==> src/hdl/sbph_pkg.sv <==
`timescale 1ns / 1ps
// ----------------------------------------------------------------------------
// sbph_pkg
// Types, codes and constants shared by the spectrum bar/peak-hold block.
// ----------------------------------------------------------------------------
package sbph_pkg;

    localparam int MAX_BANDS_DEF = 64;
    localparam int FFT_BINS_DEF  = 1024;
    localparam int BIN_START     = 50;
    localparam int BIN_END       = 1000;
    localparam int STEP_BASE     = 1024;
    localparam int STEP_DIV      = 5;
    localparam int HOLD_FRAMES   = 20;

    localparam int ENTRY_W  = 21;   // {hold[4:0], peak[7:0], bar[7:0]}
    localparam int DIV_N_W  = 18;
    localparam int DIV_D_W  = 11;

    typedef enum logic [1:0] {
        REQ_FRAME = 2'd0,
        REQ_BIN   = 2'd1,
        REQ_READ  = 2'd2,
        REQ_CLEAR = 2'd3
    } t_req;

    localparam logic [1:0] KIND_STATUS = 2'd0;
    localparam logic [1:0] KIND_BAND   = 2'd1;
    localparam logic [1:0] KIND_READ   = 2'd2;

    localparam logic [1:0] REG_BANDS  = 2'd0;
    localparam logic [1:0] REG_LEVELS = 2'd1;
    localparam logic [1:0] REG_PEAKS  = 2'd2;

    typedef enum logic [3:0] {
        S_IDLE,
        S_SWEEP,
        S_STEP,
        S_SQRT,
        S_MUL,
        S_ACC,
        S_MEAN,
        S_UPD,
        S_RDD,
        S_EMIT
    } t_state;

    typedef struct packed {
        logic               start;
        logic [DIV_N_W-1:0] dividend;
        logic [DIV_D_W-1:0] divisor;
    } t_div_req;

endpackage

==> src/hdl/sbph_ram.sv <==
`timescale 1ns / 1ps
// ----------------------------------------------------------------------------
// sbph_ram
// Simple dual-port RAM, one write and one read port, registered read.
// ----------------------------------------------------------------------------
module sbph_ram #(
    parameter int WIDTH = 8,
    parameter int DEPTH = 64
) (
    input  logic                                    i_clk,
    input  logic                                    i_we,
    input  logic [(DEPTH > 1 ? $clog2(DEPTH) : 1)-1:0] i_waddr,
    input  logic [WIDTH-1:0]                        i_wdata,
    input  logic                                    i_re,
    input  logic [(DEPTH > 1 ? $clog2(DEPTH) : 1)-1:0] i_raddr,
    output logic [WIDTH-1:0]                        o_rdata
);

    logic [WIDTH-1:0] r_mem [DEPTH];
    logic [WIDTH-1:0] r_q;

    always_ff @(posedge i_clk) begin
        if (i_we) begin
            r_mem[i_waddr] <= i_wdata;
        end
        if (i_re) begin
            r_q <= r_mem[i_raddr];
        end
    end

    assign o_rdata = r_q;

endmodule

==> src/hdl/sbph_sqrt.sv <==
`timescale 1ns / 1ps
// ----------------------------------------------------------------------------
// sbph_sqrt
// Integer square root of a 32-bit word, one root bit per cycle.
// ----------------------------------------------------------------------------
module sbph_sqrt (
    input  logic        i_clk,
    input  logic        i_rst_n,
    input  logic        i_start,
    input  logic [31:0] i_radicand,
    output logic        o_done,
    output logic [15:0] o_root
);

    logic [31:0] r_x;
    logic [17:0] r_rem;
    logic [15:0] r_root;
    logic [3:0]  r_cnt;
    logic        r_busy;
    logic        r_done;

    logic [19:0] w_rem_sh;
    logic [19:0] w_trial;
    logic        w_ge;

    assign w_rem_sh = {r_rem, r_x[31:30]};
    assign w_trial  = {2'b00, r_root, 2'b01};
    assign w_ge     = (w_rem_sh >= w_trial);

    always_ff @(posedge i_clk) begin
        if (!i_rst_n) begin
            r_busy <= 1'b0;
            r_done <= 1'b0;
            r_cnt  <= '0;
        end else begin
            r_done <= 1'b0;
            if (i_start) begin
                r_busy <= 1'b1;
                r_cnt  <= '0;
                r_x    <= i_radicand;
                r_rem  <= '0;
                r_root <= '0;
            end else if (r_busy) begin
                r_x    <= {r_x[29:0], 2'b00};
                r_rem  <= w_ge ? 18'(w_rem_sh - w_trial) : w_rem_sh[17:0];
                r_root <= {r_root[14:0], w_ge};
                r_cnt  <= r_cnt + 4'd1;
                if (r_cnt == 4'd15) begin
                    r_busy <= 1'b0;
                    r_done <= 1'b1;
                end
            end
        end
    end

    assign o_done = r_done;
    assign o_root = r_root;

endmodule

==> src/hdl/sbph_div.sv <==
`timescale 1ns / 1ps
// ----------------------------------------------------------------------------
// sbph_div
// Restoring unsigned divider, one quotient bit per cycle.
// ----------------------------------------------------------------------------
module sbph_div
    import sbph_pkg::*;
(
    input  logic               i_clk,
    input  logic               i_rst_n,
    input  t_div_req           i_req,
    output logic               o_done,
    output logic [DIV_N_W-1:0] o_quotient
);

    localparam int CNT_W = $clog2(DIV_N_W);

    logic [DIV_N_W-1:0] r_quo;
    logic [DIV_D_W-1:0] r_rem;
    logic [DIV_D_W-1:0] r_den;
    logic [CNT_W-1:0]   r_cnt;
    logic               r_busy;
    logic               r_done;

    logic [DIV_D_W:0]   w_rem_sh;
    logic               w_ge;

    assign w_rem_sh = {r_rem, r_quo[DIV_N_W-1]};
    assign w_ge     = (w_rem_sh >= {1'b0, r_den});

    always_ff @(posedge i_clk) begin
        if (!i_rst_n) begin
            r_busy <= 1'b0;
            r_done <= 1'b0;
            r_cnt  <= '0;
        end else begin
            r_done <= 1'b0;
            if (i_req.start) begin
                r_busy <= 1'b1;
                r_cnt  <= '0;
                r_quo  <= i_req.dividend;
                r_den  <= i_req.divisor;
                r_rem  <= '0;
            end else if (r_busy) begin
                r_rem <= w_ge ? DIV_D_W'(w_rem_sh - {1'b0, r_den})
                              : w_rem_sh[DIV_D_W-1:0];
                r_quo <= {r_quo[DIV_N_W-2:0], w_ge};
                r_cnt <= r_cnt + 1'b1;
                if (r_cnt == CNT_W'(DIV_N_W - 1)) begin
                    r_busy <= 1'b0;
                    r_done <= 1'b1;
                end
            end
        end
    end

    assign o_done     = r_done;
    assign o_quotient = r_quo;

endmodule

==> src/hdl/spectrum_bar_peak_hold.sv <==
`timescale 1ns / 1ps
// ----------------------------------------------------------------------------
// spectrum_bar_peak_hold
// Frame start: a band sweep through the band RAM (skipped when no bands or
//   levels are set), plus the band-width divide when a spectrum follows.
// Power bin: no work outside used bands, sqrt + multiply inside, plus a
//   mean divide and RAM read-modify-write when the bin closes a band.
// Read: a band RAM read. Clear: all valid bits drop. One item at a time; a
//   finished beat waits in the output register while the next item is accepted.
// Reset: synchronous; per-entry valid bits make every band read as zero.
// ----------------------------------------------------------------------------
module spectrum_bar_peak_hold
    import sbph_pkg::*;
#(
    parameter int MAX_BANDS = MAX_BANDS_DEF,
    parameter int FFT_BINS  = FFT_BINS_DEF
) (
    input  logic        i_clk,
    input  logic        i_rst_n,
    // stream in
    input  logic        i_s_tvalid,
    output logic        o_s_tready,
    input  logic [39:0] i_s_tdata,   // paused, has_data, power[31:0], band_select[5:0]
    input  logic [1:0]  i_s_tuser,   // req_type[1:0]
    // stream out
    output logic        o_m_tvalid,
    input  logic        i_m_tready,
    output logic [23:0] o_m_tdata,   // animation_done, band_index[5:0], bar_level[7:0],
                                     // peak_level[7:0], zero pad
    output logic [1:0]  o_m_tuser,   // kind[1:0]
    // configuration
    input  logic        psel,
    input  logic        penable,
    input  logic        pwrite,
    input  logic [3:0]  paddr,
    input  logic [31:0] pwdata,
    output logic [31:0] prdata,
    output logic        pready
);

    localparam int IDX_W  = (MAX_BANDS > 1) ? $clog2(MAX_BANDS) : 1;
    localparam int NB_W   = $clog2(MAX_BANDS + 1);
    localparam int BC_W   = $clog2(FFT_BINS + 1);
    localparam int SPAN_W = NB_W + 8;

    // ---------------- configuration ----------------
    logic [6:0] r_num_bands;
    logic [8:0] r_num_levels;
    logic       r_peaks_en;
    logic       w_cfg_wr;

    assign pready   = 1'b1;
    assign w_cfg_wr = psel & penable & pwrite;

    always_comb begin
        unique case (paddr[3:2])
            REG_BANDS:  prdata = {25'd0, r_num_bands};
            REG_LEVELS: prdata = {23'd0, r_num_levels};
            REG_PEAKS:  prdata = {31'd0, r_peaks_en};
            default:    prdata = '0;
        endcase
    end

    logic [NB_W-1:0] w_nb;
    logic [8:0]      w_nl;
    logic [8:0]      w_nlm1;
    logic [10:0]     w_nl5;

    assign w_nb   = (32'(r_num_bands) > MAX_BANDS) ? NB_W'(MAX_BANDS) : NB_W'(r_num_bands);
    assign w_nl   = (r_num_levels > 9'd256) ? 9'd256 : r_num_levels;
    assign w_nlm1 = w_nl - 9'd1;
    assign w_nl5  = 11'(w_nl) * 11'(STEP_DIV);

    // ---------------- input fields ----------------
    t_req        w_req;
    logic        w_paused;
    logic        w_has;
    logic [31:0] w_power;
    logic [5:0]  w_sel;
    logic        w_acc;

    assign w_req    = t_req'(i_s_tuser);
    assign w_paused = i_s_tdata[0];
    assign w_has    = i_s_tdata[1];
    assign w_power  = i_s_tdata[33:2];
    assign w_sel    = i_s_tdata[39:34];

    // ---------------- state ----------------
    t_state r_state, n_state;

    logic               r_vld [MAX_BANDS];
    logic               r_rd_vld;
    logic [BC_W-1:0]    r_bin_cnt;
    logic [NB_W-1:0]    r_band_cnt;
    logic [7:0]         r_bib;
    logic [17:0]        r_sum;
    logic [7:0]         r_step;
    logic               r_active;

    logic               r_paused;
    logic               r_has;
    logic               r_stop;
    logic [NB_W-1:0]    r_idx;
    logic [IDX_W-1:0]   r_widx;
    logic               r_pend;
    logic [5:0]         r_sel;
    logic               r_sel_oob;
    logic [26:0]        r_prod;

    logic [1:0]         r_res_kind;
    logic               r_res_done;
    logic [5:0]         r_res_idx;
    logic [7:0]         r_res_bar;
    logic [7:0]         r_res_peak;

    logic               r_ov;
    logic [1:0]         r_okind;
    logic [23:0]        r_odata;

    assign o_s_tready = (r_state == S_IDLE);
    assign w_acc      = i_s_tvalid & o_s_tready;
    assign o_m_tvalid = r_ov;
    assign o_m_tdata  = r_odata;
    assign o_m_tuser  = r_okind;

    // ---------------- units ----------------
    logic               w_sq_start;
    logic               w_sq_done;
    logic [15:0]        w_root;
    t_div_req           w_div_req;
    logic               w_div_done;
    logic [DIV_N_W-1:0] w_quo;

    logic               w_re;
    logic [IDX_W-1:0]   w_raddr;
    logic               w_we;
    logic [IDX_W-1:0]   w_waddr;
    logic [ENTRY_W-1:0] w_wdata;
    logic [ENTRY_W-1:0] w_rdata;

    sbph_sqrt u_sqrt (
        .i_clk      (i_clk),
        .i_rst_n    (i_rst_n),
        .i_start    (w_sq_start),
        .i_radicand (w_power),
        .o_done     (w_sq_done),
        .o_root     (w_root)
    );

    sbph_div u_div (
        .i_clk      (i_clk),
        .i_rst_n    (i_rst_n),
        .i_req      (w_div_req),
        .o_done     (w_div_done),
        .o_quotient (w_quo)
    );

    sbph_ram #(
        .WIDTH (ENTRY_W),
        .DEPTH (MAX_BANDS)
    ) u_ram (
        .i_clk   (i_clk),
        .i_we    (w_we),
        .i_waddr (w_waddr),
        .i_wdata (w_wdata),
        .i_re    (w_re),
        .i_raddr (w_raddr),
        .o_rdata (w_rdata)
    );

    // ---------------- datapath terms ----------------
    logic [ENTRY_W-1:0] w_ent;
    logic [7:0]         w_bar, w_peak;
    logic [4:0]         w_hold;
    logic [SPAN_W-1:0]  w_span;
    logic               w_in_range;
    logic               w_sw_rd;
    logic [10:0]        w_v;
    logic [17:0]        w_sum_new;
    logic [7:0]         w_bib_new;
    logic               w_band_full;
    logic [7:0]         w_mean;

    // sweep update
    logic [7:0]         w_f_bar, w_f_peak;
    logic [4:0]         w_f_hold;
    logic               w_f_moved;
    // band update
    logic [7:0]         w_u_bar, w_u_peak;
    logic [4:0]         w_u_hold;

    assign w_ent  = r_rd_vld ? w_rdata : '0;
    assign w_bar  = w_ent[7:0];
    assign w_peak = w_ent[15:8];
    assign w_hold = w_ent[20:16];

    assign w_span     = (SPAN_W'(r_band_cnt) + SPAN_W'(1)) * SPAN_W'(r_step);
    assign w_in_range = (32'(r_bin_cnt) >= BIN_START) && (r_band_cnt < w_nb)
                        && (w_nl != 9'd0) && (32'(w_span) + BIN_START <= BIN_END);
    assign w_sw_rd    = (r_idx < w_nb);

    assign w_v         = r_prod[26:16];
    assign w_sum_new   = r_sum + 18'(w_v);
    assign w_bib_new   = r_bib + 8'd1;
    assign w_band_full = (w_bib_new >= r_step);
    assign w_mean      = (w_quo > 18'(w_nlm1)) ? w_nlm1[7:0] : w_quo[7:0];

    always_comb begin
        w_f_bar   = w_bar;
        w_f_peak  = w_peak;
        w_f_hold  = w_hold;
        w_f_moved = 1'b0;
        if (!r_paused && w_bar != 8'd0) begin
            w_f_bar   = w_bar - 8'd1;
            w_f_moved = 1'b1;
        end
        if (r_peaks_en) begin
            if (w_hold != 5'd0) begin
                w_f_hold = w_hold - 5'd1;
            end
            if (w_peak > w_f_bar) begin
                w_f_moved = 1'b1;
                if (w_f_hold == 5'd0) begin
                    w_f_peak = w_peak - 8'd1;
                end
            end
        end
    end

    always_comb begin
        w_u_bar  = (w_mean > w_bar) ? w_mean : w_bar;
        w_u_peak = w_peak;
        w_u_hold = w_hold;
        if (r_peaks_en && w_mean > w_peak) begin
            w_u_peak = w_mean;
            w_u_hold = 5'(HOLD_FRAMES);
        end
    end

    // ---------------- next state ----------------
    always_comb begin
        n_state = r_state;
        unique case (r_state)
            S_IDLE: begin
                if (w_acc) begin
                    unique case (w_req)
                        REQ_FRAME: begin
                            if (w_nb == '0 || w_nl == 9'd0) n_state = S_EMIT;
                            else                             n_state = S_SWEEP;
                        end
                        REQ_BIN:   n_state = (r_active && w_in_range) ? S_SQRT : S_IDLE;
                        REQ_READ:  n_state = S_RDD;
                        REQ_CLEAR: n_state = S_IDLE;
                    endcase
                end
            end
            S_SWEEP: begin
                if (!w_sw_rd && !r_pend) n_state = r_has ? S_STEP : S_EMIT;
            end
            S_STEP:  if (w_div_done) n_state = S_EMIT;
            S_SQRT:  if (w_sq_done) n_state = S_MUL;
            S_MUL:   n_state = S_ACC;
            S_ACC:   n_state = w_band_full ? S_MEAN : S_IDLE;
            S_MEAN:  if (w_div_done) n_state = S_UPD;
            S_UPD:   n_state = S_EMIT;
            S_RDD:   n_state = S_EMIT;
            S_EMIT:  if (!r_ov || i_m_tready) n_state = S_IDLE;
            default: n_state = S_IDLE;
        endcase
    end

    // ---------------- control outputs ----------------
    always_comb begin
        w_sq_start         = 1'b0;
        w_div_req.start    = 1'b0;
        w_div_req.dividend = 18'(w_sum_new);
        w_div_req.divisor  = DIV_D_W'(r_step);
        w_re               = 1'b0;
        w_raddr            = IDX_W'(r_idx);
        w_we               = 1'b0;
        w_waddr            = r_widx;
        w_wdata            = {w_f_hold, w_f_peak, w_f_bar};
        unique case (r_state)
            S_IDLE: begin
                if (w_acc && w_req == REQ_BIN && r_active && w_in_range) begin
                    w_sq_start = 1'b1;
                end
                if (w_acc && w_req == REQ_READ) begin
                    w_re    = 1'b1;
                    w_raddr = IDX_W'(w_sel);
                end
            end
            S_SWEEP: begin
                w_re = w_sw_rd;
                w_we = r_pend;
                if (!w_sw_rd && !r_pend && r_has) begin
                    w_div_req.start    = 1'b1;
                    w_div_req.dividend = 18'(STEP_BASE);
                    w_div_req.divisor  = DIV_D_W'(w_nb) * DIV_D_W'(STEP_DIV);
                end
            end
            S_ACC:  w_div_req.start = w_band_full;
            S_MEAN: begin
                w_re    = w_div_done;
                w_raddr = IDX_W'(r_band_cnt);
            end
            S_UPD: begin
                w_we    = 1'b1;
                w_waddr = IDX_W'(r_band_cnt);
                w_wdata = {w_u_hold, w_u_peak, w_u_bar};
            end
            default: ;
        endcase
    end

    // ---------------- registers ----------------
    always_ff @(posedge i_clk) begin
        if (!i_rst_n) begin
            r_state      <= S_IDLE;
            r_num_bands  <= 7'd64;
            r_num_levels <= 9'd16;
            r_peaks_en   <= 1'b0;
            for (int i = 0; i < MAX_BANDS; i++) r_vld[i] <= 1'b0;
            r_bin_cnt    <= '0;
            r_band_cnt   <= '0;
            r_bib        <= '0;
            r_sum        <= '0;
            r_step       <= 8'd1;
            r_active     <= 1'b0;
            r_pend       <= 1'b0;
            r_ov         <= 1'b0;
        end else begin
            r_state <= n_state;

            if (w_cfg_wr) begin
                unique case (paddr[3:2])
                    REG_BANDS: begin
                        r_num_bands <= pwdata[6:0];
                        // drop bands beyond the new count
                        for (int i = 0; i < MAX_BANDS; i++) begin
                            if (i >= 32'(pwdata[6:0])) r_vld[i] <= 1'b0;
                        end
                    end
                    REG_LEVELS: r_num_levels <= pwdata[8:0];
                    REG_PEAKS:  r_peaks_en   <= pwdata[0];
                    default: ;
                endcase
            end

            if (w_re) r_rd_vld <= r_vld[w_raddr];
            if (w_we) r_vld[w_waddr] <= 1'b1;

            // the emit state reloads the output register itself
            if (r_ov && i_m_tready && r_state != S_EMIT) r_ov <= 1'b0;

            unique case (r_state)
                S_IDLE: begin
                    if (w_acc) begin
                        r_paused   <= w_paused;
                        r_has      <= w_has;
                        r_stop     <= 1'b1;
                        r_idx      <= '0;
                        r_pend     <= 1'b0;
                        r_sel      <= w_sel;
                        r_sel_oob  <= (32'(w_sel) >= MAX_BANDS);
                        r_res_kind <= KIND_STATUS;
                        r_res_done <= ~w_has;
                        r_res_idx  <= '0;
                        r_res_bar  <= '0;
                        r_res_peak <= '0;
                        priority case (w_req)
                            REQ_BIN: begin
                                if (r_active) begin
                                    r_bin_cnt <= r_bin_cnt + 1'b1;
                                    if (32'(r_bin_cnt) + 1 >= FFT_BINS) r_active <= 1'b0;
                                end
                            end
                            REQ_CLEAR: begin
                                for (int i = 0; i < MAX_BANDS; i++) r_vld[i] <= 1'b0;
                            end
                            default: ;
                        endcase
                    end
                end
                S_SWEEP: begin
                    r_pend <= w_sw_rd;
                    r_widx <= IDX_W'(r_idx);
                    if (w_sw_rd) r_idx <= r_idx + 1'b1;
                    if (r_pend && w_f_moved) r_stop <= 1'b0;
                    if (!w_sw_rd && !r_pend) r_res_done <= r_has ? 1'b0 : r_stop;
                end
                S_STEP: begin
                    if (w_div_done) begin
                        r_step     <= (w_quo == '0) ? 8'd1 : w_quo[7:0];
                        r_bin_cnt  <= '0;
                        r_band_cnt <= '0;
                        r_bib      <= '0;
                        r_sum      <= '0;
                        r_active   <= 1'b1;
                    end
                end
                S_MUL: r_prod <= 27'(w_root) * 27'(w_nl5);
                S_ACC: begin
                    if (w_band_full) begin
                        r_sum <= '0;
                        r_bib <= '0;
                    end else begin
                        r_sum <= w_sum_new;
                        r_bib <= w_bib_new;
                    end
                end
                S_UPD: begin
                    r_res_kind <= KIND_BAND;
                    r_res_done <= 1'b0;
                    r_res_idx  <= 6'(r_band_cnt);
                    r_res_bar  <= w_u_bar;
                    r_res_peak <= w_u_peak;
                    r_band_cnt <= r_band_cnt + 1'b1;
                end
                S_RDD: begin
                    r_res_kind <= KIND_READ;
                    r_res_done <= 1'b0;
                    r_res_idx  <= r_sel;
                    r_res_bar  <= r_sel_oob ? 8'd0 : w_bar;
                    r_res_peak <= r_sel_oob ? 8'd0 : w_peak;
                end
                S_EMIT: begin
                    if (!r_ov || i_m_tready) begin
                        r_ov    <= 1'b1;
                        r_okind <= r_res_kind;
                        r_odata <= {1'b0, r_res_peak, r_res_bar, r_res_idx, r_res_done};
                    end
                end
                default: ;
            endcase
        end
    end

endmodule
==> config.mk <==
export PLATFORM = sky130hd
export DESIGN_NAME = spectrum_bar_peak_hold
export DESIGN_NICKNAME = d
export VERILOG_FILES = /design/src/hdl/sbph_pkg.sv /design/src/hdl/sbph_ram.sv /design/src/hdl/sbph_sqrt.sv /design/src/hdl/sbph_div.sv /design/src/hdl/spectrum_bar_peak_hold.sv
export SDC_FILE = /design/constraint.sdc
export NUM_CORES = 2
export LEC_CHECK = 0
export BUFFER_PORTS_ARGS = -buffer_cell sky130_fd_sc_hd__buf_2
export CELL_PAD_IN_SITES_DETAIL_PLACEMENT = 1
export CELL_PAD_IN_SITES_GLOBAL_PLACEMENT = 1
export CORE_MARGIN = 8
export CORE_UTILIZATION = 40
export DETAILED_ROUTE_END_ITERATION = 10
export PLACE_DENSITY = 0.66
export SYNTH_ARGS = -nofsm -noshare
export SYNTH_HDL_FRONTEND = slang
export SYNTH_SLANG_ARGS = --single-unit
==> constraint.sdc <==
create_clock -name i_clk -period 27 [get_ports i_clk]
set_input_delay 2.7 -clock i_clk [delete_from_list [all_inputs] [get_ports i_clk]]
set_output_delay 2.7 -clock i_clk [all_outputs]
set_load 0.03 [all_outputs]
==> impl_metrics.yaml <==
synthesis:
  ys_async_sr_fraction_pct: 0
  synth_area_um2: 81300
  synth-simple-area-share_pct: 15.1
  synth_commonest_cells: "1,554 x edfxtp_1, 1,471 x nand2_1, 346 x nor2_1"
  ys_warn_count: 0
  ys.flop_type: "edfxtp_1"
  synth_top_family_by_area: "simple AND/OR/NAND/NOR gates"
  synth.most_common_cell: "edfxtp_1"
  synth_area_per_cell_um2: 11.7
  synth_compound_gate_area_share_pct: 9.23
  synth_top_area_cell: "edfxtp_1"
  synth_xor_area_share_pct: 1.13
  synthTopCellsByArea: "edfxtp_1 57%, nand2_1 6.8%, fa_1 4.0%"
  synth_edf_count: 1554
  ys_ff_latch: 1707
  yosysUniqueCellTypes: 89
  synth_seq_area_share_pct: 61.1
  synth_top_area_share_pct: 57.4
  synth_fa_ha_area_share_pct: 7.49
  syn_inst: 6930
  synthMuxAreaShare_pct: 2.15
power:
  p_leak_nw: 33.2
  clkPwrFrac_pct: 33.1
  peakVddDrop_v: 0.0000740
  p_int_mw: 4.99
  powerDensity_nw_per_um2: 81.6
  swShare_pct: 32.7
  p_comb_share_pct: 23.9
  p_seq_share_pct: 43.0
  p_switching_mw: 2.43
min_path:
  hold_end: "o_m_tdata[11]$_DFFE_PP_"
  min_from: "r_res_bar[4]$_DFFE_PP_"
  holdPathStages: 0
  hold_class: "reg -> reg"
floorplan:
  fp-row-count: 165
  die_area_um2: 218000
  chipWidth_um: 467
  start_util_pct: 40.2
  io_pins: 146
  core_um2: 202000
  chipHeight_um: 467
place:
  post_dp_cell_area_um2: 85000
  hpwl_um: 153000
  finalWeightedCongestion: 0.847
  detailedPlace.worstSlack_ns: 17.26
  numPortBuffers: 95
global_routing:
  grt_max_degree: 151
  grt_pass1_vias: 57900
  antenna_found_initial: 20
  grt_pass1_wl_um: 369000
  grt_use_total_pct: 22.1
  gr-total-overflow: 0
critical_path:
  critPathSlowestCell: "nor2b_1"
  worst_r2r_path_depth: 29
  critPathKind: "reg -> reg"
  worstReg2RegStart: "r_num_levels[1]$_SDFFE_PN0P_"
  cp_max_fo: 16
  crit_path_end_kind: "flip-flop"
  timing.rr.end: "r_prod[26]$_DFFE_PP_"
  crit_top_cell: "fa_1"
  r2r_setup_slack_ns: 17.35
  cp-start-kind: "flip-flop"
  cp_slowest_stage_delay_ns: 0.92
  cp_data_required_time_ns: 27.55
  timing.critical_path.arrival_ns: 10.20
routing:
  drt-wirelength-per-cell_um: 25.5
  detail-route-antenna-nets: 0
  wl_um: 249000
  drc_errors: 0
  dr.pass1.iters: 6
  vias: 56200
  vias_per_cell: 5.76
  drt_iter0_drc: 4892
cells_and_area:
  nNetsFinal: 7403
  area_growth_pct: 11.7
  multi_input_area_um2: 29400
  finalInstanceArea_um2: 90900
  post-route-util_pct: 45.0
  drive_gt1_share_pct: 9.64
  seq_area_um2: 49700
  fill_cells: 21100
timing:
  setup_viol: 0
  worstMarginPinSlew_ns: 1.28
  relSlewSlack_pct: 14.5
  finalSetupTns_ns: 0
  slew_viol_final: 0
  fmaxAchievable_mhz: 104
  fin_crit_sh_pct: 35.8
  rsz0062_at_grt: "no"
  min_period_ns: 9.65
  finalHoldViolations: 0
  whs_ns: 0.415
  worst_slack_ns: 17.35
  finClkSkew_ns: 0.0672
outcome:
  status: "finished clean"
clock_tree:
  postCtsResizedCells: 0
  cts_tree: "yes"
  clockRootBuffer: "clkbuf_16"
  numCtsBuffers: 183
  clk_pin_slew_ns: 0.06
  cts_max_level: 4
  clk_latency_ns: 0.86
  postCtsSetupRepairBufs: 0
  holdBufCountCts: 0
  clock_sinks: 1707
  cts_buffer_depth: 3
job:
  maxCapViolations: 0
[routing by layer]
metal | global-route usage [%] | vias up | wire length [µm]
met3 | 2.94 | 386 | 14200
met1 | 31.3 | 29100 | 111000
met5 | 0 | - | 20
met4 | 8.13 | 2 | 8640
li1 | - | 25100 | -
met2 | 35.0 | 1653 | 114000
[area by class of cell]
class	count	area share (%)
Sequential cell	1707	54.7
Multi-Input combinational cell	4528	32.3
Clock buffer	234	5.32
Tap cell	2672	3.68
Timing Repair Buffer	230	1.69
Inverter	279	1.15
Clock inverter	100	1.10
Antenna cell	8	0.0220
[state kept, by name, summed over array words and instances (netlist names), 16 cells and up]
register          count
u_sqrt.r_x           32
u_sqrt.o_root        16
r_sum                18
u_sqrt.r_rem         18
u_ram.o_rdata        21
u_ram.r_mem        1344
r_vld                64
o_m_tdata            23
u_div.o_quotient     18
[power groups by stage]
stage | registers [mW] | logic [mW] | clock network [mW]
final | 3.19 | 1.77 | 2.45
after global routing | 3.19 | 1.89 | 2.59
after CTS | 3.19 | 1.77 | 2.50
after detailed placement | 3.24 | 1.76 | 0
after global placement | 3.24 | 1.71 | 0
after floorplan | 3.24 | 1.03 | 0
[worst max-delay path by stage]
stage                                       from                        endpoint  slack, ns
floorplan             r_band_cnt[2]$_SDFFE_PN0P_  u_sqrt.o_root[0]$_SDFFCE_PP0P_      17.58
global placement    r_num_levels[1]$_SDFFE_PN0P_            r_prod[26]$_DFFE_PP_      17.23
detailed placement  r_num_levels[1]$_SDFFE_PN0P_            r_prod[26]$_DFFE_PP_      17.26
CTS                 r_num_levels[1]$_SDFFE_PN0P_            r_prod[26]$_DFFE_PP_      17.18
global route        r_num_levels[1]$_SDFFE_PN0P_            r_prod[26]$_DFFE_PP_      16.60
finish              r_num_levels[1]$_SDFFE_PN0P_            r_prod[26]$_DFFE_PP_      17.35
[stage by stage]
stage | power [mW] | instances
final | 7.41 | 9758
after global routing | 7.67 | 9755
after CTS | 7.46 | 9750
after detailed placement | 5.00 | 9416
after global placement | 4.95 | 9416
after floorplan | 4.28 | 6954
[logic make-up after synthesis]
kind of cell,after synthesis
compound gates,1087
xor+xnor,105
fa+ha+maj,389
buf+inv,719
flops,1707
mux,167
other cells,2
simple gates,2754
[cells in the final DEF, fill, tap and decap left out, drive strengths merged, types with 80 or more instances in the layout]
master  instances
edfxtp       1554
nand2        1471
nor2          346
nand3         309
inv           283
and3          264
a31oi         261
clkbuf        234
buf           230
ha            226
a21oi         187
fa            163
dfxtp         153
o21ai         143
a211oi        125
mux2i         108
and2           95
a32o           91
nor3           83
clkinv         80
[critical path: cells and delay by family, from the launching register on]
family                   cells  cell delay [ns]
flip-flops                   1             0.60
buffers and inverters        4             0.28
adder cells (fa/ha/maj)      9             3.65
XOR/XNOR                     2             0.83
AO/OA/AOI/OAI               10             2.62
AND/OR/NAND/NOR              4             1.41
(Power assumes the default switching activity.)
